<file path="config.mk">
export PLATFORM = sky130hd
export DESIGN_NAME = lbp_queue
export DESIGN_NICKNAME = d
export VERILOG_FILES = /design/src/rtl/assert_macros.svh /design/src/rtl/lbp_pkg.sv /design/src/rtl/lbp_queue.sv
export SDC_FILE = /design/constraint.sdc
export NUM_CORES = 1
export LEC_CHECK = 0
export ABC_AREA = 1
export BUFFER_PORTS_ARGS = -buffer_cell sky130_fd_sc_hd__buf_4
export CAP_MARGIN = 20
export CORE_MARGIN = 2
export CORE_UTILIZATION = 40
export DETAILED_ROUTE_END_ITERATION = 16
export PLACE_DENSITY = 0.68
export SLEW_MARGIN = 10
export SYNTH_ARGS = -nofsm -noshare
export SYNTH_HDL_FRONTEND = slang
export SYNTH_SLANG_ARGS = --single-unit
</file>
<file path="constraint.sdc">
create_clock -name clk -period 1.41 [get_ports clk]
set_clock_uncertainty 0.05 [all_clocks]
set_input_delay 0.141 -clock clk [delete_from_list [all_inputs] [get_ports clk]]
set_output_delay 0.141 -clock clk [all_outputs]
set_load 0.01 [all_outputs]
</file>
<file path="src/rtl/assert_macros.svh">
// assert_macros.svh: assertion shorthands for the LBP code stream unit.
// Expects clk and rst_n in scope where a macro is used.
`ifndef ASSERT_MACROS_SVH
`define ASSERT_MACROS_SVH

// antecedent implies consequent in the same cycle
`define ASSERT_SAME(lbl, ante, cons) \
    lbl: assert property (@(posedge clk) disable iff (!rst_n) (ante) |-> (cons)) \
        else $error("assertion failed");

// antecedent implies consequent in the next cycle
`define ASSERT_NEXT(lbl, ante, cons) \
    lbl: assert property (@(posedge clk) disable iff (!rst_n) (ante) |=> (cons)) \
        else $error("assertion failed");

`endif

</file>
<file path="src/rtl/lbp_pkg.sv">
// lbp_pkg: constants, types and helpers shared by the LBP code stream unit.
// No dependencies.
package lbp_pkg;

    localparam int PIX_W      = 8;
    localparam int MAX_WIDTH  = 1024;
    localparam int MAX_HEIGHT = 4096;
    localparam int ADDR_W     = $clog2(MAX_WIDTH);
    localparam int COL_W      = ADDR_W;
    localparam int ROW_W      = $clog2(MAX_HEIGHT);
    localparam int FW_W       = COL_W + 1;
    localparam int FH_W       = ROW_W + 1;
    localparam int CFG_W      = FH_W;
    localparam int CFG_IDX_W  = 2;
    localparam int MIN_DIM    = 3;
    localparam int Q_DEPTH    = 4;
    localparam int Q_PTR_W    = $clog2(Q_DEPTH);
    localparam int Q_CNT_W    = Q_PTR_W + 1;

    localparam logic [CFG_IDX_W-1:0] CFG_FRAME_WIDTH  = 2'd0;
    localparam logic [CFG_IDX_W-1:0] CFG_FRAME_HEIGHT = 2'd1;
    localparam logic [CFG_IDX_W-1:0] CFG_PIXEL_SIGNED = 2'd2;

    localparam logic [FW_W-1:0] FW_RESET = FW_W'(640);
    localparam logic [FH_W-1:0] FH_RESET = FH_W'(480);

    // one classified pixel on its way to the back end
    typedef struct packed {
        logic [PIX_W-1:0]  pix;
        logic [ADDR_W-1:0] addr;
        logic              emit;
        logic              last;
        logic              sgn;
    } pix_entry_t;

    typedef struct packed {
        logic full;
        logic empty;
    } q_stat_t;

    typedef struct packed {
        logic clearing;
        logic stall;
    } back_stat_t;

    // key whose unsigned order is the selected pixel order
    function automatic logic [PIX_W-1:0] order_key(input logic [PIX_W-1:0] v,
                                                   input logic sgn);
        return v ^ {sgn, {(PIX_W-1){1'b0}}};
    endfunction

endpackage

</file>
<file path="src/rtl/lbp_queue.sv">
// lbp_queue: short FIFO of classified pixels between front and back end.
// Depends on lbp_pkg.
module lbp_queue (
    input  logic                 clk,
    input  logic                 rst_n,
    input  logic                 push,
    input  lbp_pkg::pix_entry_t  push_data,
    input  logic                 pop,
    output lbp_pkg::pix_entry_t  head,
    output lbp_pkg::q_stat_t     q_stat
);
    import lbp_pkg::*;

    pix_entry_t         slot_reg [Q_DEPTH];
    logic [Q_PTR_W-1:0] wr_ptr_reg;
    logic [Q_PTR_W-1:0] rd_ptr_reg;
    logic [Q_CNT_W-1:0] cnt_reg, cnt_next;

    assign head         = slot_reg[rd_ptr_reg];
    assign q_stat.full  = (cnt_reg == Q_CNT_W'(Q_DEPTH));
    assign q_stat.empty = (cnt_reg == '0);

    always_comb
    begin
        cnt_next = cnt_reg;
        if (push && !pop)
            cnt_next = cnt_reg + Q_CNT_W'(1);
        else if (pop && !push)
            cnt_next = cnt_reg - Q_CNT_W'(1);
    end

    always_ff @(posedge clk or negedge rst_n)
    begin
        if (!rst_n)
        begin
            wr_ptr_reg <= '0;
            rd_ptr_reg <= '0;
            cnt_reg    <= '0;
        end
        else
        begin
            if (push)
                wr_ptr_reg <= wr_ptr_reg + Q_PTR_W'(1);
            if (pop)
                rd_ptr_reg <= rd_ptr_reg + Q_PTR_W'(1);
            cnt_reg <= cnt_next;
        end
    end

    always_ff @(posedge clk)
    begin
        if (push)
            slot_reg[wr_ptr_reg] <= push_data;
    end

endmodule

</file>
==> results of run 1 <==
==> path summary, 6_finish.rpt <==
| kind | end | slack, ns | cells past startpoint |
|---|---|---|---|
| max in group asynchronous | rd_ptr_reg[0] | 1.09 | 2 |
| max reg2reg | slot_reg[0][3] | 0 | 5 |
| min reg2reg | cnt_reg[2] | 0.48 | 2 |
| max | head[12] | -0.33 | 5 |
| min | rd_ptr_reg[1] | 0.03 | 3 |
| min in group asynchronous | wr_ptr_reg[0] | 0.09 | 2 |
==> layer usage <==
layer	share of wire	vias to the layer above	global-route usage	wire [um]
met5	0	-	0	0
met4	0.011	0	0.0455	84
met3	0.043	7	0.0296	324
met2	0.54	55	0.237	4060
met1	0.41	1142	0.171	3110
li1	-	1198	-	-
==> report_power, final <==
part           total, W  leakage, nW  internal (W)  switching [W]
sequential      0.00381        0.852       0.00357       0.000243
combinational   0.00513         1.23       0.00260        0.00253
clock           0.00156       0.0876      0.000650       0.000905
total            0.0105         2.17       0.00682        0.00368
==> worst register-to-register path: cells and delay by family (launching register included) <==
family | cells | cell delay (ns)
DFF | 1 | 0.47
adders and majority gates | 1 | 0.14
and+or+nand+nor | 1 | 0.05
buffers and inverters | 3 | 0.43
==> cell usage after synthesis (all sizes together) <==
cell / number / area share
ha: 5 / 0.016
nor3: 2 / 0.0025
nand4: 1 / 0.0016
inv: 54 / 0.051
buf: 12 / 0.034
o211ai: 42 / 0.11
nand3: 1 / 0.0013
o21ai: 1 / 0.0013
edfxtp: 84 / 0.64
fa: 1 / 0.0051
nand2: 76 / 0.084
clkbuf: 3 / 0.0029
xor2: 3 / 0.0067
xnor2: 1 / 0.0022
dfrtp: 7 / 0.044
==> per-stage QoR <==
stage / worst slack, ns / power, W / utilization / instance area [sq um]
2_1_floorplan: -0.0142 / 0.00638 / - / 3950
3_3_place_gp: 0.0509 / 0.00787 / 0.473 / 4580
3_5_place_dp: 0.0110 / 0.00799 / 0.473 / 4580
4_1_cts: -0.318 / 0.00988 / 0.523 / 5060
5_1_grt: -0.399 / 0.0111 / 0.553 / 5360
6_report: -0.331 / 0.0105 / 0.553 / 5360
==> area by class of cell <==
| class | instances | area [sq um] | share of cell area |
|---|---|---|---|
| Tap cell | 133 | 166 | 0.0311 |
| Sequential cell | 91 | 2700 | 0.505 |
| Inverter | 54 | 220 | 0.0411 |
| Clock buffer | 9 | 124 | 0.0231 |
| Timing Repair Buffer | 101 | 1120 | 0.210 |
| Clock inverter | 7 | 51.3 | 0.00958 |
| Multi-Input combinational cell | 133 | 966 | 0.180 |
==> what timing repair did <==
| action | in CTS | in global routing |
|---|---|---|
| pin swaps | 2 | 23 |
| gates resized for setup | 15 | 25 |
| cloned | 0 | 7 |
| hold buffers | 24 | 0 |
| endpoints found under the setup margin | 33 | 83 |
| buffers inserted | 2 | 5 |
| endpoints found under the hold margin | 94 | 0 |
==> logic make-up after synthesis <==
logic type,synth area share
compound gates,0.108
xor+xnor,0.00890
fa+ha+maj,0.0210
buf+inv,0.0880
flops,0.685
simple gates,0.0893
==> metrics.csv, run 1 <==
metric;value;unit
outcome;finished with violations;
failing_checks;negative setup slack;
drt_first_pass_iters;5;
postSynthNetCount;324;
wire_per_inst;14.4;um
final.setup.worst_slack;-0.331;ns
pwr_density_cell;1960;nW/um^2
boundaryPins;48;
ir_worst_vdd;0.000814;V
max_freq;574;MHz
row_count;36;
number_of_non_filler_instances_in_the_completed_layout;528;
layout_common_cells;84 x sky130_fd_sc_hd__edfxtp_1, 52 x sky130_fd_sc_hd__nand2_1, 48 x sky130_fd_sc_hd__inv_1, 41 x sky130_fd_sc_hd__buf_4, 24 x sky130_fd_sc_hd__dlygate4sd3_1;
gp_congestion;0.678;
largest_register_ffs;84;
num_vias;2402;
coreArea;9680;sq um
dp_hpwl;4.52;mm
seq_area_frac_synth;0.685;
critPathBufInv;3;
grt_setup_unrepaired;true;
post_synth_inst_count;293;
cts.reportedPaths.clkPinSlew;0.09;ns
clock_path_buffers;2;
detail_route.iter0.violations;63;
floorplan.die.width;103;um
path_common_cell;sky130_fd_sc_hd__buf_4;
filler_cell_count;785;
synth_seq_cells;91;
holdCritPathClass;in -> reg;
grt_pass1_vias;2240;
detail-route-antenna-nets;0;
setup.worst_path.end_class;primary output;
count_of_cell_types_in_the_netlist;21;
worst_setup_path_start_kind;register;
worst-setup-path-type;reg -> out;
drt_wl_total;7.58;mm
layout_min_cycle_time;1.74;ns
fin_setup_tns;-6.26;ns
grt_pass1_wl;10.8;mm
globalRouteTotalUtil;0.137;
timing.max_slew.rel_slack;0.868;
worst_path_dominant_cell_family;flip-flops;
timing_startpoint_of_the_critical_path;rd_ptr_reg[0];
critical_path.cell_chain;buf_6 > buf_4 > o211ai_2 > nand2_1 > buf_4;
antenna-diode-count;0;
design.final.nets;421;
synthesis.area;3940;sq um
timing.final.max_slew_violations;0;
layout-drive-gt1-share;0.377;
cts_tree;yes;
transition_time_at_the_pin_with_the_least_slew_margin;0.197;ns
die_h;103;um
place.port_buffers;47;
grt-ovfl-total;0;
cp_data_arrival_time;1.55;ns
grt_max_degree;24;
holdCritStartpoint;pop;
cp.required;1.22;ns
synth_warnings;0;
remaining_design_rule_violation_count;0;
timing.final.hold_violations;0;
worst_skew_pair.late_latency;0.34;ns
viasPerCell;4.55;
crit-reg2reg-launch;wr_ptr_reg[0];
cp_slowest_stage_delay;0.49;ns
fin_crit_sh;1.23;
syn_area_per_cell;13.4;sq um
finalSetupViolCount;21;
cap_violations;0;
critical_path_peak_fanout;8;
cts_htree_levels;3;
initial_core_util;0.407;
clock_sinks;91;
finalHoldWorstSlack;0.0272;ns
layout_commonest_cell;sky130_fd_sc_hd__edfxtp_1;
cts.root.buffer_cell;sky130_fd_sc_hd__clkbuf_8;
dp.cells;474;
die-area;10700;sq um
numCtsBuffers;9;
flow.area_growth_from_synthesis;36.0;%
grt_antenna_before_repair;0;
leakage;2.17;nW
critical-path-slowest-cell;sky130_fd_sc_hd__dfrtp_4;
No activity file was read; power rests on OpenSTA's default activity.
==> inputs of run 2 (changes only) <==
- PLACE_DENSITY: 0.68 -> 0.65
- clock period: 1.41 -> 1.8 ns (I/O delays scaled with it)
==> metrics.csv, run 2 (synthesized netlist as in run 1, its figures left out) <==
metric;value;unit
leakage;2.09;nW
holdCritPathClass;in -> reg;
cts.reportedPaths.clkPinSlew;0.09;ns
design.final.nets;408;
met3_length;266;um
share_clk_of_total_power;0.188;
place.port_buffers;47;
cap_violations;0;
layout_commonest_cell;sky130_fd_sc_hd__edfxtp_1;
worst_skew_pair.late_latency;0.36;ns
detailed_routed_wire_length_on_met2;3.79;mm
floorplan.die.width;103;um
detail_route.iter0.violations;98;
worst-setup-path-type;reg -> out;
cp_data_arrival_time;1.58;ns
worst_setup_path_start_kind;register;
cts.root.buffer_cell;sky130_fd_sc_hd__clkbuf_8;
die_h;103;um
flow.area_growth_from_synthesis;28.2;%
die-area;10700;sq um
critical_path_peak_fanout;27;
grt_pass1_vias;2320;
switching_power_of_the_nets;0.00275;W
wire_per_inst;15.0;um
globalRouteTotalUtil;0.149;
layout.cell_area.non_filler;5050;sq um
dp_hpwl;4.68;mm
fraction_of_the_core_area_covered_by_cells_at_the_end_of_the_flow;0.521;
boundaryPins;48;
antenna-diode-count;0;
timing.max_slew.rel_slack;0.788;
grt_max_degree;56;
grt_setup_unrepaired;true;
clock_path_buffers;2;
viasPerCell;4.54;
layout_common_cells;84 x sky130_fd_sc_hd__edfxtp_1, 56 x sky130_fd_sc_hd__nand2_1, 54 x sky130_fd_sc_hd__inv_1, 47 x sky130_fd_sc_hd__buf_4, 23 x sky130_fd_sc_hd__dlygate4sd3_1;
critical-path-slowest-cell;sky130_fd_sc_hd__dfrtp_4;
grt_antenna_before_repair;0;
clock_sinks;91;
routedLengthMet1;3.53;mm
initial_core_util;0.407;
largest_register_ffs;84;
numCtsBuffers;9;
coreArea;9680;sq um
p_comb_frac;0.432;
cts_tree;yes;
pwr_density_cell;1570;nW/um^2
failing_checks;negative setup slack;
setup.worst_path.end_class;primary output;
place_area;4470;sq um
timing.final.hold_violations;0;
r2r_slack;0.35;ns
outcome;finished with violations;
critical_path.cell_chain;clkbuf_16 > o211ai_2 > nand2_1 > buf_6;
final.setup.worst_slack;-0.00841;ns
ir_worst_vdd;0.000622;V
max_freq;553;MHz
switching_share;0.346;
cts_htree_levels;3;
cp_slowest_stage_delay;0.58;ns
drt_wl_total;7.73;mm
regArea;2700;sq um
layout_min_cycle_time;1.81;ns
multi_input_comb_area;900;sq um
drt_first_pass_iters;4;
cts.repair_timing.setup_buffer_count;0;
finalSetupViolCount;2;
dp.cells;473;
cp.required;1.57;ns
detail-route-antenna-nets;0;
filler_cell_count;843;
highest-signal-layer;met4;
grt_pass1_wl;11.7;mm
layout-drive-gt1-share;0.319;
transition_time_at_the_pin_with_the_least_slew_margin;0.317;ns
num_vias;2337;
fin_crit_sh;1.00;
row_count;36;
timing.final.max_slew_violations;0;
gp_congestion;0.727;
remaining_design_rule_violation_count;0;
internal_power;0.00518;W
grt-ovfl-total;0;
finalHoldWorstSlack;0.0248;ns
power.share.sequential;0.380;
number_of_non_filler_instances_in_the_completed_layout;515;
## run 2: cell count changes in the layout (fill, tap and decap cells not counted), moves of 3 or more
cell	before	now
sky130_fd_sc_hd__nand2_1	52	56
sky130_fd_sc_hd__buf_6	20	12
sky130_fd_sc_hd__ha_4	3	0
sky130_fd_sc_hd__buf_4	41	47
sky130_fd_sc_hd__clkbuf_16	6	3
sky130_fd_sc_hd__buf_12	10	2
sky130_fd_sc_hd__ha_1	2	5
sky130_fd_sc_hd__inv_1	48	54
## run 2: repair_timing
action	CTS	global route
pin swaps	0	14
hold buffers	23	0
resized for setup	0	15
endpoints found under the hold margin	92	0
setup endpoints to repair	3	18
gates cloned	0	3
## run 2: cell type report
class | count | share of cell area
multi-input cells | 133 | 0.178
inverters | 54 | 0.0401
clock buffers | 10 | 0.0253
flip-flops and latches | 91 | 0.535
well taps | 133 | 0.0330
repair buffers | 88 | 0.171
clock inverters | 6 | 0.0178
## run 2: final timing paths
check	depth (start not counted)	start	to
min	2	push	wr_ptr_reg[0]
max	4	rd_ptr_reg[0]	head[3]
max reg2reg	4	wr_ptr_reg[0]	slot_reg[3][1]
min reg2reg	2	cnt_reg[2]	cnt_reg[2]
min in group asynchronous	2	rst_n	cnt_reg[0]
max in group asynchronous	2	rst_n	rd_ptr_reg[0]
## run 2: power groups by stage
stage	clock network, W	registers [W]	logic, W
detailed placement	0	0.00302	0.00304
floorplan	0	0.00296	0.00202
global route	0.00162	0.00305	0.00376
CTS	0.00153	0.00297	0.00309
finish	0.00149	0.00301	0.00342
global placement	0	0.00300	0.00298
## run 2: critical path, delay by kind of cell, from the launching register on
kind | cells | cell delay [ns]
AOI/OAI and AO/OA | 1 | 0.19
buffers and inverters | 2 | 0.36
DFF | 1 | 0.58
and+or+nand+nor | 1 | 0.08
## run 2: through the flow
stage / TNS (ns) / total power (W) / worst slack, ns
after floorplan: 0 / 0.00498 / 0.281
after global placement: 0 / 0.00599 / 0.379
after detailed placement: 0 / 0.00607 / 0.336
after CTS: -0.0290 / 0.00760 / -0.0162
after global routing: -0.908 / 0.00843 / -0.0739
final: -0.0109 / 0.00792 / -0.00841
## run 2: per-layer routing
layer  vias up  global-route usage
met5         -                   0
met4         0              0.0607
met3        14              0.0437
met2        43               0.237
met1      1116               0.191
li1       1164                   -
==> inputs of run 3 (changes only) <==
- CELL_PAD_IN_SITES_DETAIL_PLACEMENT: not set -> 1
- CELL_PAD_IN_SITES_GLOBAL_PLACEMENT: not set -> 1
- PLACE_DENSITY: 0.65 -> 0.76
==> metrics.csv, run 3 (synthesized netlist as in run 1, its figures left out) <==
metric;value;unit
worst_setup_path_start_kind;register;
initial_core_util;0.407;
fin_setup_tns;0;ns
timing.final.hold_violations;0;
cts.repair_timing.setup_buffer_count;0;
viasPerCell;4.65;
critical_path_peak_fanout;46;
flow.area_growth_from_synthesis;25.2;%
r2r_slack;0.43;ns
gp_congestion;0.680;
cts.root.buffer_cell;sky130_fd_sc_hd__clkbuf_8;
globalRouteTotalUtil;0.161;
timing.final.max_slew_violations;0;
die-area;10700;sq um
detail_route.iter0.violations;72;
ctsResizeCount;0;
outcome;finished, final reports clean;
cts.reportedPaths.clkPinSlew;0.09;ns
grt_pass1_wl;12.7;mm
numCtsBuffers;9;
drt_first_pass_iters;4;
detail-route-antenna-nets;0;
transition_time_at_the_pin_with_the_least_slew_margin;0.295;ns
layout_min_cycle_time;1.78;ns
crit-reg2reg-launch;wr_ptr_reg[0];
cp-endpoint;head[1];
holdCritPathClass;in -> reg;
clock_path_buffers;2;
row_count;36;
num_vias;2352;
drt_wl_total;7.81;mm
antenna-diode-count;0;
max_freq;562;MHz
cp.required;1.57;ns
layout_common_cells;84 x sky130_fd_sc_hd__edfxtp_1, 58 x sky130_fd_sc_hd__nand2_1, 54 x sky130_fd_sc_hd__inv_1, 50 x sky130_fd_sc_hd__buf_4, 23 x sky130_fd_sc_hd__dlygate4sd3_1;
grt_antenna_before_repair;0;
design.final.nets;399;
fin_crit_sh;0.989;
filler_cell_count;1003;
finalSetupViolCount;0;
ir_worst_vdd;0.000595;V
layout_commonest_cell;sky130_fd_sc_hd__edfxtp_1;
timing_startpoint_of_the_critical_path;rd_ptr_reg[0];
grt_setup_unrepaired;true;
place.port_buffers;47;
cts_htree_levels;3;
grt_pass1_vias;2480;
cp_data_arrival_time;1.55;ns
clock_sinks;91;
grt_max_degree;47;
remaining_design_rule_violation_count;0;
worst-setup-path-type;reg -> out;
die_h;103;um
boundaryPins;48;
coreArea;9680;sq um
layout-drive-gt1-share;0.298;
leakage;2.04;nW
worst_r2r_endpoint;slot_reg[2][8];
cts_tree;yes;
cap_violations;0;
wire_per_inst;15.4;um
grt-ovfl-total;0;
largest_register_ffs;84;
finalHoldWorstSlack;0.0193;ns
floorplan.die.width;103;um
setup.worst_path.end_class;primary output;
timing.max_slew.rel_slack;0.804;
dp_hpwl;4.76;mm
worst_skew_pair.late_latency;0.35;ns
pwr_density_cell;1550;nW/um^2
reg2reg_depth;5;
==> run 3: cell types whose count changed in the layout (fill, tap and decap cells not counted), moves of 2 or more <==
cell                         delta
sky130_fd_sc_hd__nand2_2        -2
sky130_fd_sc_hd__buf_6         -12
sky130_fd_sc_hd__clkinvlp_4     -3
sky130_fd_sc_hd__nand2_1        +2
sky130_fd_sc_hd__clkbuf_16      -3
sky130_fd_sc_hd__buf_12         +4
sky130_fd_sc_hd__buf_4          +3
==> run 3: timing repair <==
item / 4_1_cts / 5_1_grt
hold endpoints to repair: 92 / 0
setup endpoints to repair: 2 / 16
pin swaps: 2 / 4
hold buffers: 23 / 0
==> run 3: power breakdown <==
part           internal [W]  total (W)  switching (W)
clock              0.000920    0.00162       0.000701
combinational       0.00132    0.00306        0.00175
sequential          0.00279    0.00298       0.000185
total               0.00503    0.00766        0.00263
==> run 3: metal layers <==
layer,global-route usage,share of wire,up-vias
met5,0,0,-
met1,0.204,0.44,1164
met2,0.274,0.52,33
li1,-,-,1144
met3,0.0282,0.025,11
met4,0.0698,0.017,0
==> run 3: critical path, cell delays in order (launching register included) <==
cell	delay, ns
sky130_fd_sc_hd__dfrtp_4	0.52
sky130_fd_sc_hd__buf_12	0.21
sky130_fd_sc_hd__o211ai_1	0.22
sky130_fd_sc_hd__nand2_1	0.09
sky130_fd_sc_hd__buf_4	0.15
==> run 3: metrics by stage <==
| step | total power, W | instance area, sq um | setup WS (ns) | utilization | std cells |
|---|---|---|---|---|---|
| 6_report | 0.00766 | 4930 | 0.0199 | 0.509 | 506 |
| 5_1_grt | 0.00816 | 4930 | -0.0537 | 0.509 | 506 |
| 4_1_cts | 0.00778 | 4930 | -0.00532 | 0.509 | 506 |
| 3_5_place_dp | 0.00610 | 4460 | 0.344 | 0.461 | 467 |
| 3_3_place_gp | 0.00598 | 4460 | 0.423 | 0.461 | 467 |
| 2_1_floorplan | 0.00498 | 3940 | 0.281 | - | 293 |
==> run 3: final cells by class <==
cell class | count | area, sq um | share of cell area
Clock buffer | 9 | 124 | 0.0251
Clock inverter | 7 | 115 | 0.0234
Inverter | 54 | 203 | 0.0411
Multi-Input combinational cell | 133 | 895 | 0.181
Sequential cell | 91 | 2700 | 0.548
Tap cell | 133 | 166 | 0.0338
Timing Repair Buffer | 79 | 726 | 0.147
==> run 3: how the worst min path moves through the flow <==
stage,slack (ns),endpoint,cells past startpoint,start
after floorplan,-0.17,cnt_reg[0],0,rst_n
after global placement,-0.05,wr_ptr_reg[0],1,rst_n
after detailed placement,-0.05,wr_ptr_reg[0],1,rst_n
after CTS,0.002,wr_ptr_reg[0],2,push
after global routing,0.03,wr_ptr_reg[0],2,push
final,0.02,wr_ptr_reg[0],2,push
