<file path="src/rtl/assert_macros.svh">
// assert_macros.svh: assertion shorthands for the LBP code stream unit.
// Expects clk and rst_n in scope where a macro is used.
`ifndef ASSERT_MACROS_SVH
`define ASSERT_MACROS_SVH

// antecedent implies consequent in the same cycle
`define ASSERT_SAME(lbl, ante, cons) \
    lbl: assert property (@(posedge clk) disable iff (!rst_n) (ante) |-> (cons)) \
        else $error("assertion failed");

// antecedent implies consequent in the next cycle
`define ASSERT_NEXT(lbl, ante, cons) \
    lbl: assert property (@(posedge clk) disable iff (!rst_n) (ante) |=> (cons)) \
        else $error("assertion failed");

`endif

</file>
<file path="src/rtl/lbp_pkg.sv">
// lbp_pkg: constants, types and helpers shared by the LBP code stream unit.
// No dependencies.
package lbp_pkg;

    localparam int PIX_W      = 8;
    localparam int MAX_WIDTH  = 1024;
    localparam int MAX_HEIGHT = 4096;
    localparam int ADDR_W     = $clog2(MAX_WIDTH);
    localparam int COL_W      = ADDR_W;
    localparam int ROW_W      = $clog2(MAX_HEIGHT);
    localparam int FW_W       = COL_W + 1;
    localparam int FH_W       = ROW_W + 1;
    localparam int CFG_W      = FH_W;
    localparam int CFG_IDX_W  = 2;
    localparam int MIN_DIM    = 3;
    localparam int Q_DEPTH    = 4;
    localparam int Q_PTR_W    = $clog2(Q_DEPTH);
    localparam int Q_CNT_W    = Q_PTR_W + 1;

    localparam logic [CFG_IDX_W-1:0] CFG_FRAME_WIDTH  = 2'd0;
    localparam logic [CFG_IDX_W-1:0] CFG_FRAME_HEIGHT = 2'd1;
    localparam logic [CFG_IDX_W-1:0] CFG_PIXEL_SIGNED = 2'd2;

    localparam logic [FW_W-1:0] FW_RESET = FW_W'(640);
    localparam logic [FH_W-1:0] FH_RESET = FH_W'(480);

    // one classified pixel on its way to the back end
    typedef struct packed {
        logic [PIX_W-1:0]  pix;
        logic [ADDR_W-1:0] addr;
        logic              emit;
        logic              last;
        logic              sgn;
    } pix_entry_t;

    typedef struct packed {
        logic full;
        logic empty;
    } q_stat_t;

    typedef struct packed {
        logic clearing;
        logic stall;
    } back_stat_t;

    // key whose unsigned order is the selected pixel order
    function automatic logic [PIX_W-1:0] order_key(input logic [PIX_W-1:0] v,
                                                   input logic sgn);
        return v ^ {sgn, {(PIX_W-1){1'b0}}};
    endfunction

endpackage

</file>
<file path="src/rtl/lbp_front.sv">
// lbp_front: configuration registers, raster counters and pixel classification.
// Depends on lbp_pkg.
module lbp_front (
    input  logic                            clk,
    input  logic                            rst_n,
    input  logic                            cfg_we,
    input  logic [lbp_pkg::CFG_IDX_W-1:0]   cfg_index,
    input  logic [lbp_pkg::CFG_W-1:0]       cfg_data,
    input  logic [lbp_pkg::PIX_W-1:0]       pixel_value,
    input  logic                            frame_start,
    input  logic                            in_valid,
    output logic                            in_ready,
    input  lbp_pkg::q_stat_t                q_stat,
    input  lbp_pkg::back_stat_t             back_stat,
    output logic                            push,
    output lbp_pkg::pix_entry_t             push_data
);
    import lbp_pkg::*;

    logic [FW_W-1:0]  width_reg;
    logic [FH_W-1:0]  height_reg;
    logic             sgn_reg;
    logic [COL_W-1:0] col_reg, col_next;
    logic [ROW_W-1:0] row_reg, row_next;

    logic [COL_W-1:0] c;
    logic [ROW_W-1:0] r;
    logic [FW_W-1:0]  c1;
    logic [FH_W-1:0]  r1;
    logic             row_done;
    logic             frame_done;
    logic [FW_W-1:0]  w_clamp;
    logic [FH_W-1:0]  h_clamp;

    assign in_ready = !q_stat.full && !back_stat.clearing;
    assign push     = in_valid && in_ready;

    always_comb
    begin
        c          = frame_start ? '0 : col_reg;
        r          = frame_start ? '0 : row_reg;
        c1         = {1'b0, c} + FW_W'(1);
        r1         = {1'b0, r} + FH_W'(1);
        row_done   = (c1 >= width_reg);
        frame_done = (r1 >= height_reg);

        push_data.pix  = pixel_value;
        push_data.addr = c;
        push_data.emit = (r >= ROW_W'(2)) && (c >= COL_W'(2));
        push_data.last = row_done && frame_done;
        push_data.sgn  = sgn_reg;

        if (row_done)
        begin
            col_next = '0;
            row_next = frame_done ? '0 : r1[ROW_W-1:0];
        end
        else
        begin
            col_next = c1[COL_W-1:0];
            row_next = r;
        end

        w_clamp = cfg_data[FW_W-1:0];
        if (w_clamp < FW_W'(MIN_DIM))
            w_clamp = FW_W'(MIN_DIM);
        else if (w_clamp > FW_W'(MAX_WIDTH))
            w_clamp = FW_W'(MAX_WIDTH);

        h_clamp = cfg_data[FH_W-1:0];
        if (h_clamp < FH_W'(MIN_DIM))
            h_clamp = FH_W'(MIN_DIM);
        else if (h_clamp > FH_W'(MAX_HEIGHT))
            h_clamp = FH_W'(MAX_HEIGHT);
    end

    always_ff @(posedge clk or negedge rst_n)
    begin
        if (!rst_n)
        begin
            width_reg  <= FW_RESET;
            height_reg <= FH_RESET;
            sgn_reg    <= 1'b0;
        end
        else if (cfg_we)
        begin
            case (cfg_index)
                CFG_FRAME_WIDTH:  width_reg  <= w_clamp;
                CFG_FRAME_HEIGHT: height_reg <= h_clamp;
                CFG_PIXEL_SIGNED: sgn_reg    <= cfg_data[0];
                default: ;
            endcase
        end
    end

    always_ff @(posedge clk or negedge rst_n)
    begin
        if (!rst_n)
        begin
            col_reg <= '0;
            row_reg <= '0;
        end
        else if (push)
        begin
            col_reg <= col_next;
            row_reg <= row_next;
        end
    end

endmodule

</file>
<file path="config.mk">
export PLATFORM = sky130hd
export DESIGN_NAME = lbp_front
export DESIGN_NICKNAME = d
export VERILOG_FILES = /design/src/rtl/assert_macros.svh /design/src/rtl/lbp_pkg.sv /design/src/rtl/lbp_front.sv
export SDC_FILE = /design/constraint.sdc
export NUM_CORES = 1
export LEC_CHECK = 0
export ABC_AREA = 1
export BUFFER_PORTS_ARGS = -buffer_cell sky130_fd_sc_hd__buf_2
export CAP_MARGIN = 20
export CORE_ASPECT_RATIO = 0.7
export CORE_MARGIN = 1.5
export CORE_UTILIZATION = 30
export CTS_BUF_LIST = sky130_fd_sc_hd__clkbuf_2
export DETAILED_ROUTE_END_ITERATION = 12
export PLACE_DENSITY = 0.55
export SYNTH_ARGS = -nofsm -noshare
export SYNTH_HDL_FRONTEND = slang
export SYNTH_SLANG_ARGS = --single-unit
</file>
<file path="constraint.sdc">
create_clock -name clk -period 3.8 [get_ports clk]
set_input_delay 0.38 -clock clk [delete_from_list [all_inputs] [get_ports clk]]
set_output_delay 0.38 -clock clk [all_outputs]
set_load 0.005 [all_outputs]
</file>
==> out/metrics.csv, run 1 <==
metric,value,unit
top-count cell post-synth,nand2_1,
DR vias,3142,
CP max FO,5,
share of cells above drive strength 1,21.1,%
Synth Net Count,530,
Max-cap violations,0,
Placed Area,3820,sq um
PwrDens,358,nW/um^2
post-synthesis sequential area ratio,33.4,%
Core Footprint,11300,sq um
beginning of the critical path,row_reg[0],
run status,finished clean,
min-delay worst type,in -> reg,
Die Ht,93.9,um
Max Clock Freq,0.286,GHz
CTS Buffer Depth,2,
Area Overhead vs Synth,13.7,%
Via-to-Cell Ratio,4.73,
drc violations,0,
CTS tree,done,
crit path to,push_data[1],
Async SR Flop Fraction,100,%
largest net degree at the start of global routing,48,
diode count,0,
initial core utilization,31.5,%
leakage,0.00208,uW
GR Overflow Total,0,
"Hold Vio Cnt, Final",0,
share of the synthesized area in the top cell type,28.9,%
startpoint types,register,
FF-to-FF setup slack,0.71,ns
post-layout util,35.8,%
Sink Count,47,
Initial DRC Count,210,
gr usage total,15.6,%
Mean Syn Cell Area,7.54,sq um
Tcrit/Tclk final,92.1,%
Final min period,3.50,ns
Min Hold Slack,0.148,ns
antenna violations before repair,0,
Yosys warning total,0,
Die X,133,um
Max Slew Vio Count,0,
placed cells,645,
Crit Path Category,reg -> out,
relative slew slack,61.0,%
GPL Wtd Cong,0.876,
antenna-violating nets left,0,
Post-Layout Cell Count,664,
synthesized flop and latch total,47,
r2r endpoint,row_reg[8],
Post-synth EDFFs,0,
clk_lat worst skew,0.47,ns
CTS buffer count,5,
setup_tns,0,ns
Yosys top cell by area,dfrtp_1,
Netlist cell types,43,
PortBufs,36,
placed wire-length estimate,7110,um
CTS root buf,clkbuf_2,
RR Startpoint,row_reg[0],
CP required,3.42,ns
H-tree depth,2,
I/O Pins,55,
die area,12500,sq um
Worst EP arrival,3.12,ns
Fill cells,1201,
cells on worst reg2reg path,19,
Synth area leaders,"dfrtp_1 (29%), nand2_1 (11%), ha_1 (9.9%)",
first-pass GRT wire length,15200,um
Slew @ Worst Pin,0.581,ns
endpoints failing setup,0,
drt pass-1 iters,6,
skew final,0.0241,ns
Synth top cells by count,"nand2_1 (100), inv_1 (82), nand3_1 (43)",
max reg flops,13,
Peak VDD IR,141,uV
row count,32,
vias in the first global route,2900,
Synth Instances,470,
"CTS clk-pin slew, worst paths",0.26,ns
DR WL/cell,13.7,um
fin nets,570,
ys flop type,dfrtp_1,
cell area after layout,4030,sq um
Syn Std Cell Area,3540,sq um
final wirelength,9100,um
kind of end point of the critical path,output port,
-- critical path: stages, from the launching register on --
cell     delay (ns)
dfrtp_1        0.44
nand2_1        0.11
inv_2          0.13
ha_1           0.22
nand3_2        0.14
nor2_2         0.17
nand2_1        0.09
nor3b_1        0.21
ha_1           0.28
nand2_1        0.13
a21oi_1        0.06
nor2_1         0.11
nand3_1        0.14
nor2_4         0.21
nor2_1         0.07
buf_2          0.13
-- kinds of logic after synthesis --
logic type,share of synthesized area (%)
AOI/OAI and AO/OA,9.42
xor gates and xnor gates,3.14
adders and majority gates,9.88
buffers and inverters,13.0
DFF,33.4
and+or+nand+nor,31.2
-- layout by cell type (no fill, tap or decap), drive strengths merged, types with 2 or more instances in the layout --
| master | synthesis | routed |
|---|---|---|
| nand3 | 47 | 47 |
| a31oi | 2 | 2 |
| dfstp | 6 | 6 |
| o21ai | 30 | 30 |
| dfrtp | 41 | 41 |
| nand2 | 108 | 108 |
| clkinv | 2 | 2 |
| o22ai | 8 | 8 |
| clkbuf | 3 | 6 |
| nor2 | 46 | 46 |
| xnor2 | 3 | 3 |
| inv | 85 | 84 |
| ha | 28 | 28 |
| nor4 | 2 | 2 |
| bufinv | 0 | 2 |
| nand4 | 6 | 6 |
| buf | 14 | 49 |
| xor2 | 8 | 8 |
| nor3 | 11 | 11 |
| a21oi | 14 | 14 |
-- metal layers --
layer | global-route usage (%) | wire length (um) | up-vias
met5 | 0 | 0 | -
met2 | 20.4 | 3330 | 100
met4 | 3.39 | 70 | 0
met3 | 4.10 | 722 | 9
met1 | 24.7 | 4970 | 1452
li1 | - | - | 1581
-- worst min-delay path by stage --
stage                         end  slack [ns]  cells past startpoint   startpoint
global placement       row_reg[9]        0.47                      2   row_reg[9]
detailed placement     row_reg[9]        0.47                      2   row_reg[9]
global route        height_reg[5]        0.11                      3  cfg_data[5]
finish              height_reg[5]        0.15                      3  cfg_data[5]
floorplan              col_reg[0]        0.08                      0        rst_n
CTS                    col_reg[4]        0.09                      1        rst_n
-- power by group --
| group | leakage (uW) | switching, uW | internal [uW] |
|---|---|---|---|
| Sequential | 0.000592 | 40.3 | 575 |
| Clock | 0.0000532 | 177 | 180 |
| Combinational | 0.00143 | 297 | 176 |
| Total | 0.00208 | 514 | 930 |
-- stage by stage --
stage / setup slack, ns / total power (uW)
finish: 0.301 / 1440
global route: -0.0172 / 1550
CTS: 0.0674 / 1430
detailed placement: 0.339 / 1060
global placement: 0.390 / 1050
floorplan: 0.794 / 929
-- final cells by class --
cell class	instances	area [sq um]	area share, %
multi-input cells	319	1920	47.7
clock buffers	6	30.0	0.745
clock inverters	2	60.1	1.49
inverters	87	338	8.39
repair buffers	50	304	7.55
well taps	153	191	4.75
flip-flops and latches	47	1180	29.4
-- timing repair --
action / CTS / global route
endpoints found under the setup margin: 0 / 1
resized for setup: 0 / 6
hold buffers: 0 / 1
buffers inserted: 0 / 8
hold endpoints to repair: 0 / 9
(Power assumes the default switching activity.)
==> run 2: changes to the inputs <==
--- a/config.mk
+++ b/config.mk
@@ -6,14 +6,14 @@
 export NUM_CORES = 1
 export LEC_CHECK = 0
 export ABC_AREA = 1
-export BUFFER_PORTS_ARGS = -buffer_cell sky130_fd_sc_hd__buf_2
 export CAP_MARGIN = 20
 export CORE_ASPECT_RATIO = 0.7
 export CORE_MARGIN = 1.5
 export CORE_UTILIZATION = 30
 export CTS_BUF_LIST = sky130_fd_sc_hd__clkbuf_2
 export DETAILED_ROUTE_END_ITERATION = 12
-export PLACE_DENSITY = 0.55
+export DONT_BUFFER_PORTS = 1
+export PLACE_DENSITY = 0.51
 export SYNTH_ARGS = -nofsm -noshare
 export SYNTH_HDL_FRONTEND = slang
 export SYNTH_SLANG_ARGS = --single-unit
==> run 2 against run 1 <==
  * Non-clock buffer count decreased by 33
  * Critical path depth did not move
  * Clock power fell by 39%
  * Register-to-register slack gained 0.02 ns
  * Clock skew shrank 0.0054 ns
  * Via count fell by 6.5%
  * Routed wire length is 0.68% higher
  * Largest power group unchanged
  * Total power decreased by 12%
  * Combinational power shrank 8.7%
==> out/metrics.csv, run 2 (synthesis gave the netlist of run 1 again) <==
metric,value,unit
drc violations,0,
DR WL/cell,14.5,um
vias in the first global route,2756,
endpoints failing setup,0,
Die X,133,um
RSZ-0062 raised after global routing,false,
min-delay worst type,in -> reg,
share of cells above drive strength 1,13.6,%
CTS buffer count,5,
first-pass GRT wire length,15000,um
most frequent cells in the layout,"nand2_1 (100), inv_1 (81), nand3_1 (43)",
initial core utilization,31.5,%
switching share of power,39.1,%
Max Clock Freq,0.288,GHz
CP required,3.42,ns
CTS tree,done,
NetSw,495,uW
antenna-violating nets left,0,
run status,finished clean,
startpoint types,register,
CTS root buf,clkbuf_2,
max reg flops,13,
Max Slew Vio Count,0,
fin nets,537,
Peak VDD IR,149,uV
combinational share of power,34.2,%
GR Overflow Total,0,
GPL Wtd Cong,0.889,
DR vias,2937,
"CTS clk-pin slew, worst paths",0.25,ns
Core Footprint,11300,sq um
I/O Pins,55,
PortBufs,0,
relative slew slack,56.6,%
Clk pwr share,17.3,%
diode count,0,
Max-cap violations,0,
Fill cells,1233,
final setup margin,0.323,ns
H-tree depth,2,
die area,12500,sq um
CP max FO,7,
PwrDens,326,nW/um^2
Initial DRC Count,184,
largest net degree at the start of global routing,48,
area of the multi-input gates,1940,sq um
clk_lat worst skew,0.44,ns
Final min period,3.48,ns
kind of end point of the critical path,output port,
Slew @ Worst Pin,0.646,ns
Via-to-Cell Ratio,4.65,
Sequential Power Share,48.5,%
skew final,0.0187,ns
gr usage total,15.7,%
register area,1180,sq um
setup_tns,0,ns
leakage,0.00190,uW
Tcrit/Tclk final,91.5,%
final wirelength,9160,um
Crit Path Category,reg -> out,
"Hold Vio Cnt, Final",0,
"worst slack, placed",0.588,ns
placed wire-length estimate,6950,um
Die Ht,93.9,um
Final Power,1260,uW
Sink Count,47,
row count,32,
"commonest non-fill, non-tap cell in the layout",nand2_1,
Area Overhead vs Synth,9.28,%
antenna violations before repair,0,
CTS Buffer Depth,2,
drt pass-1 iters,4,
Worst EP arrival,3.10,ns
Power Internal,769,uW
run 2: changes by cell type in the layout (fill, tap and decap cells not counted), sizes merged:
cell	delta
clkbuf	-1
buf	-43
clkinv	+2
dlygate4sd3	+10
bufinv	-2
clkinvlp	+1
run 2: path summary, 6_finish.rpt:
check | startpoint | slack, ns | cells past startpoint | end
max | row_reg[0] | 0.32 | 15 | push_data[1]
min | cfg_data[10] | 0.06 | 2 | width_reg[10]
max reg2reg | col_reg[0] | 0.73 | 19 | row_reg[1]
min reg2reg | row_reg[9] | 0.52 | 2 | row_reg[9]
max in group asynchronous | rst_n | 3.06 | 2 | width_reg[7]
min in group asynchronous | rst_n | 0.44 | 2 | row_reg[3]
run 2: cell type report:
cell class                      count  area share [%]
Multi-Input combinational cell    319            50.1
Inverter                           87            8.72
Timing Repair Buffer               17            4.62
Clock buffer                        5           0.646
Clock inverter                      3           0.388
Sequential cell                    47            30.6
Tap cell                          153            4.94
run 2: stage by stage:
step | area [sq um] | hold WS [ns] | cells | util (%)
4_1_cts | 3760 | 0.0181 | 623 | 33.4
6_report | 3870 | 0.0629 | 631 | 34.4
5_1_grt | 3870 | 0.00652 | 631 | 34.4
2_1_floorplan | 3540 | 0.0844 | 470 | -
3_5_place_dp | 3620 | 0.0858 | 607 | 32.2
3_3_place_gp | 3620 | 0.0857 | 607 | 32.2
run 2: what timing repair did:
action	in CTS	in global routing
endpoints found under the setup margin	0	1
setup buffers	0	3
endpoints found under the hold margin	53	4
resized for setup	0	9
hold buffers	8	4
run 2: critical path, cell delays in order, from the launching register on:
cell and delay [ns]:
dfrtp_1 0.44, nand2_1 0.11, inv_1 0.16, ha_1 0.25
nand3_2 0.15, nor3_1 0.21, xnor2_1 0.25, ha_1 0.32
nand2_1 0.08, inv_1 0.06, nand2_1 0.06, nand2_1 0.05
nand2_1 0.06, nand3_1 0.12, nor2_4 0.23, nor2_1 0.11
run 2: power groups by stage:
stage | clock [uW] | sequential, uW | combinational, uW
2_1_floorplan | 0 | 613 | 316
3_3_place_gp | 0 | 622 | 382
3_5_place_dp | 0 | 624 | 387
4_1_cts | 229 | 614 | 411
5_1_grt | 251 | 624 | 499
6_report | 218 | 613 | 432
run 2: per-layer routing:
metal  part of all wire, %  global-route usage (%)  vias to the layer above  wire, um
li1                      -                       -                     1511         -
met1                    56                    25.5                     1331      5100
met2                    35                    19.7                       90      3210
met3                   8.7                    4.53                        5       800
met4                  0.50                    2.84                        0        46
met5                     0                       0                        -         0
==> run 3: changes to the inputs <==
--- a/config.mk
+++ b/config.mk
@@ -8,7 +8,7 @@
 export ABC_AREA = 1
 export CAP_MARGIN = 20
 export CORE_ASPECT_RATIO = 0.7
-export CORE_MARGIN = 1.5
+export CORE_MARGIN = 5
 export CORE_UTILIZATION = 30
 export CTS_BUF_LIST = sky130_fd_sc_hd__clkbuf_2
 export DETAILED_ROUTE_END_ITERATION = 12
==> constraint.sdc (replaced) <==
create_clock -name clk -period 3.95 [get_ports clk]
set_input_delay 0.395 -clock clk [delete_from_list [all_inputs] [get_ports clk]]
set_output_delay 0.395 -clock clk [all_outputs]
set_load 0.005 [all_outputs]
==> run 3 against run 2 <==
  * Combinational power is 5.8% lower
  * Clock power is 37% higher
  * Utilization is 0.88 points lower
  * Cell count is 0.95% higher
  * Setup slack worse by 0.010 ns
  * Sequential power is 3.4% lower
  * Global-route usage is 2.6 points lower
  * Register-to-register slack better by 0.08 ns
  * Clock skew is 0.0088 ns higher
  * Largest power group unchanged
==> out/metrics.csv, run 3 (synthesis gave the netlist of run 1 again) <==
metric,value,unit
run status,finished clean,
Core Footprint,11600,sq um
CP required,3.56,ns
Fill cells,1257,
drt pass-1 iters,4,
Sequential Power Share,45.6,%
Die X,140,um
crit-path cells,"nand2_4, inv_1, ha_1, nand3_1, nor2_2, nand3_2, nor2_1, nand2_1, nand2_1, inv_1, ha_1, a21oi_1, o21ai_1, nor2_4, nand2_4, inv_2, nor2_1",
setup_tns,0,ns
Critical path buffers and inverters,3,
Crit Path Category,reg -> out,
placed wire-length estimate,6980,um
leakage,0.00193,uW
antenna violations before repair,0,
final wirelength,9110,um
vias in the first global route,2651,
H-tree depth,2,
drc violations,0,
most frequent cells in the layout,"nand2_1 (100), inv_1 (82), nand3_1 (43)",
PortBufs,0,
"Hold Vio Cnt, Final",0,
clk_lat worst skew,0.47,ns
DR vias,2985,
CTS buffer count,5,
antenna-violating nets left,0,
PwrDens,332,nW/um^2
Worst EP arrival,3.24,ns
Tcrit/Tclk final,92.1,%
max incr delay on CP,0.46,ns
NetSw,489,uW
Power Internal,808,uW
GR Overflow Total,0,
Die Ht,101,um
fin nets,539,
min-delay worst type,in -> reg,
Area Overhead vs Synth,10.2,%
CP max FO,9,
Final Power,1300,uW
DR WL/cell,14.3,um
Max Slew Vio Count,0,
Via-to-Cell Ratio,4.69,
kind of end point of the critical path,output port,
diode count,0,
die area,14100,sq um
I/O Pins,55,
endpoints failing setup,0,
GPL Wtd Cong,0.828,
"CTS clk-pin slew, worst paths",0.29,ns
max reg flops,13,
initial core utilization,30.4,%
Peak VDD IR,142,uV
cell area after layout,3910,sq um
relative slew slack,59.0,%
row count,33,
Final min period,3.64,ns
Max Clock Freq,0.275,GHz
CTS tree,done,
largest net degree at the start of global routing,48,
area of the multi-input gates,1910,sq um
Slew @ Worst Pin,0.612,ns
switching share of power,37.7,%
combinational share of power,31.4,%
Sink Count,47,
share of cells above drive strength 1,12.3,%
Placed Area,3630,sq um
RSZ-0062 raised after global routing,false,
post-CTS setup buffer count,0,
"delay-heaviest family, CP",simple AND/OR/NAND/NOR gates,
gr usage total,13.1,%
Clk pwr share,23.0,%
CTS Buffer Depth,2,
CTS root buf,clkbuf_2,
register area,1180,sq um
"Max stage delay cell, worst path",dfrtp_1,
skew final,0.0275,ns
startpoint types,register,
Initial DRC Count,189,
Max-cap violations,0,
first-pass GRT wire length,14700,um
post-layout util,33.5,%
"commonest non-fill, non-tap cell in the layout",nand2_1,
[run 3: metrics by stage]
| step | hold slack, ns | cells | setup slack [ns] |
|---|---|---|---|
| floorplan | 0.0994 | 470 | 0.914 |
| global placement | 0.101 | 611 | 0.690 |
| detailed placement | 0.101 | 611 | 0.638 |
| CTS | 0.00303 | 628 | 0.203 |
| global route | 0.0102 | 637 | 0.0342 |
| finish | 0.0547 | 637 | 0.313 |
[run 3: power groups by stage]
stage | registers, uW | logic (uW) | clock network [uW]
finish | 592 | 407 | 298
global placement | 600 | 367 | 0
floorplan | 589 | 304 | 0
global route | 601 | 468 | 332
CTS | 592 | 398 | 310
detailed placement | 601 | 374 | 0
[run 3: area by class of cell]
| class | instances | area share (%) |
|---|---|---|
| Sequential cell | 47 | 30.3 |
| Tap cell | 157 | 5.03 |
| Clock buffer | 5 | 0.641 |
| Timing Repair Buffer | 19 | 5.29 |
| Clock inverter | 3 | 1.22 |
| Inverter | 87 | 8.55 |
| Multi-Input combinational cell | 319 | 49.0 |
[run 3: layer usage]
metal / share of wire [%] / vias up / GRT usage (%)
li1: - / 1511 / -
met3: 7.3 / 5 / 3.70
met5: 0 / - / 0
met2: 38 / 66 / 16.8
met4: 0.58 / 0 / 2.46
met1: 54 / 1403 / 21.3
[run 3: worst paths after layout]
check	start	end	slack, ns	depth (start not counted)
min reg2reg	col_reg[9]	col_reg[9]	0.52	2
min	cfg_we	sgn_reg	0.05	2
min in group asynchronous	rst_n	row_reg[0]	0.38	2
max in group asynchronous	rst_n	height_reg[6]	3.27	2
max reg2reg	col_reg[0]	col_reg[5]	0.81	18
max	col_reg[0]	push_data[1]	0.31	17
[run 3: worst reg2reg max path: stages, from the launching register on]
cell and delay (ns):
dfrtp_1 0.46, nand2_4 0.08, inv_1 0.20, ha_1 0.23, nand3_1 0.13, nor2_2 0.15, nand3_2 0.10, nor2_1 0.10
nand2_1 0.08, nand2_1 0.12, inv_1 0.06, ha_1 0.29, a21oi_1 0.17, o21ai_1 0.12, nor2_4 0.22, nand2_4 0.14
inv_2 0.10, nand2_2 0.15, o22ai_1 0.18
[run 3: timing repair]
action,in CTS,in global routing
hold endpoints to repair,54,11
hold buffers,9,8
gates resized for setup,0,2
endpoints found under the setup margin,0,1
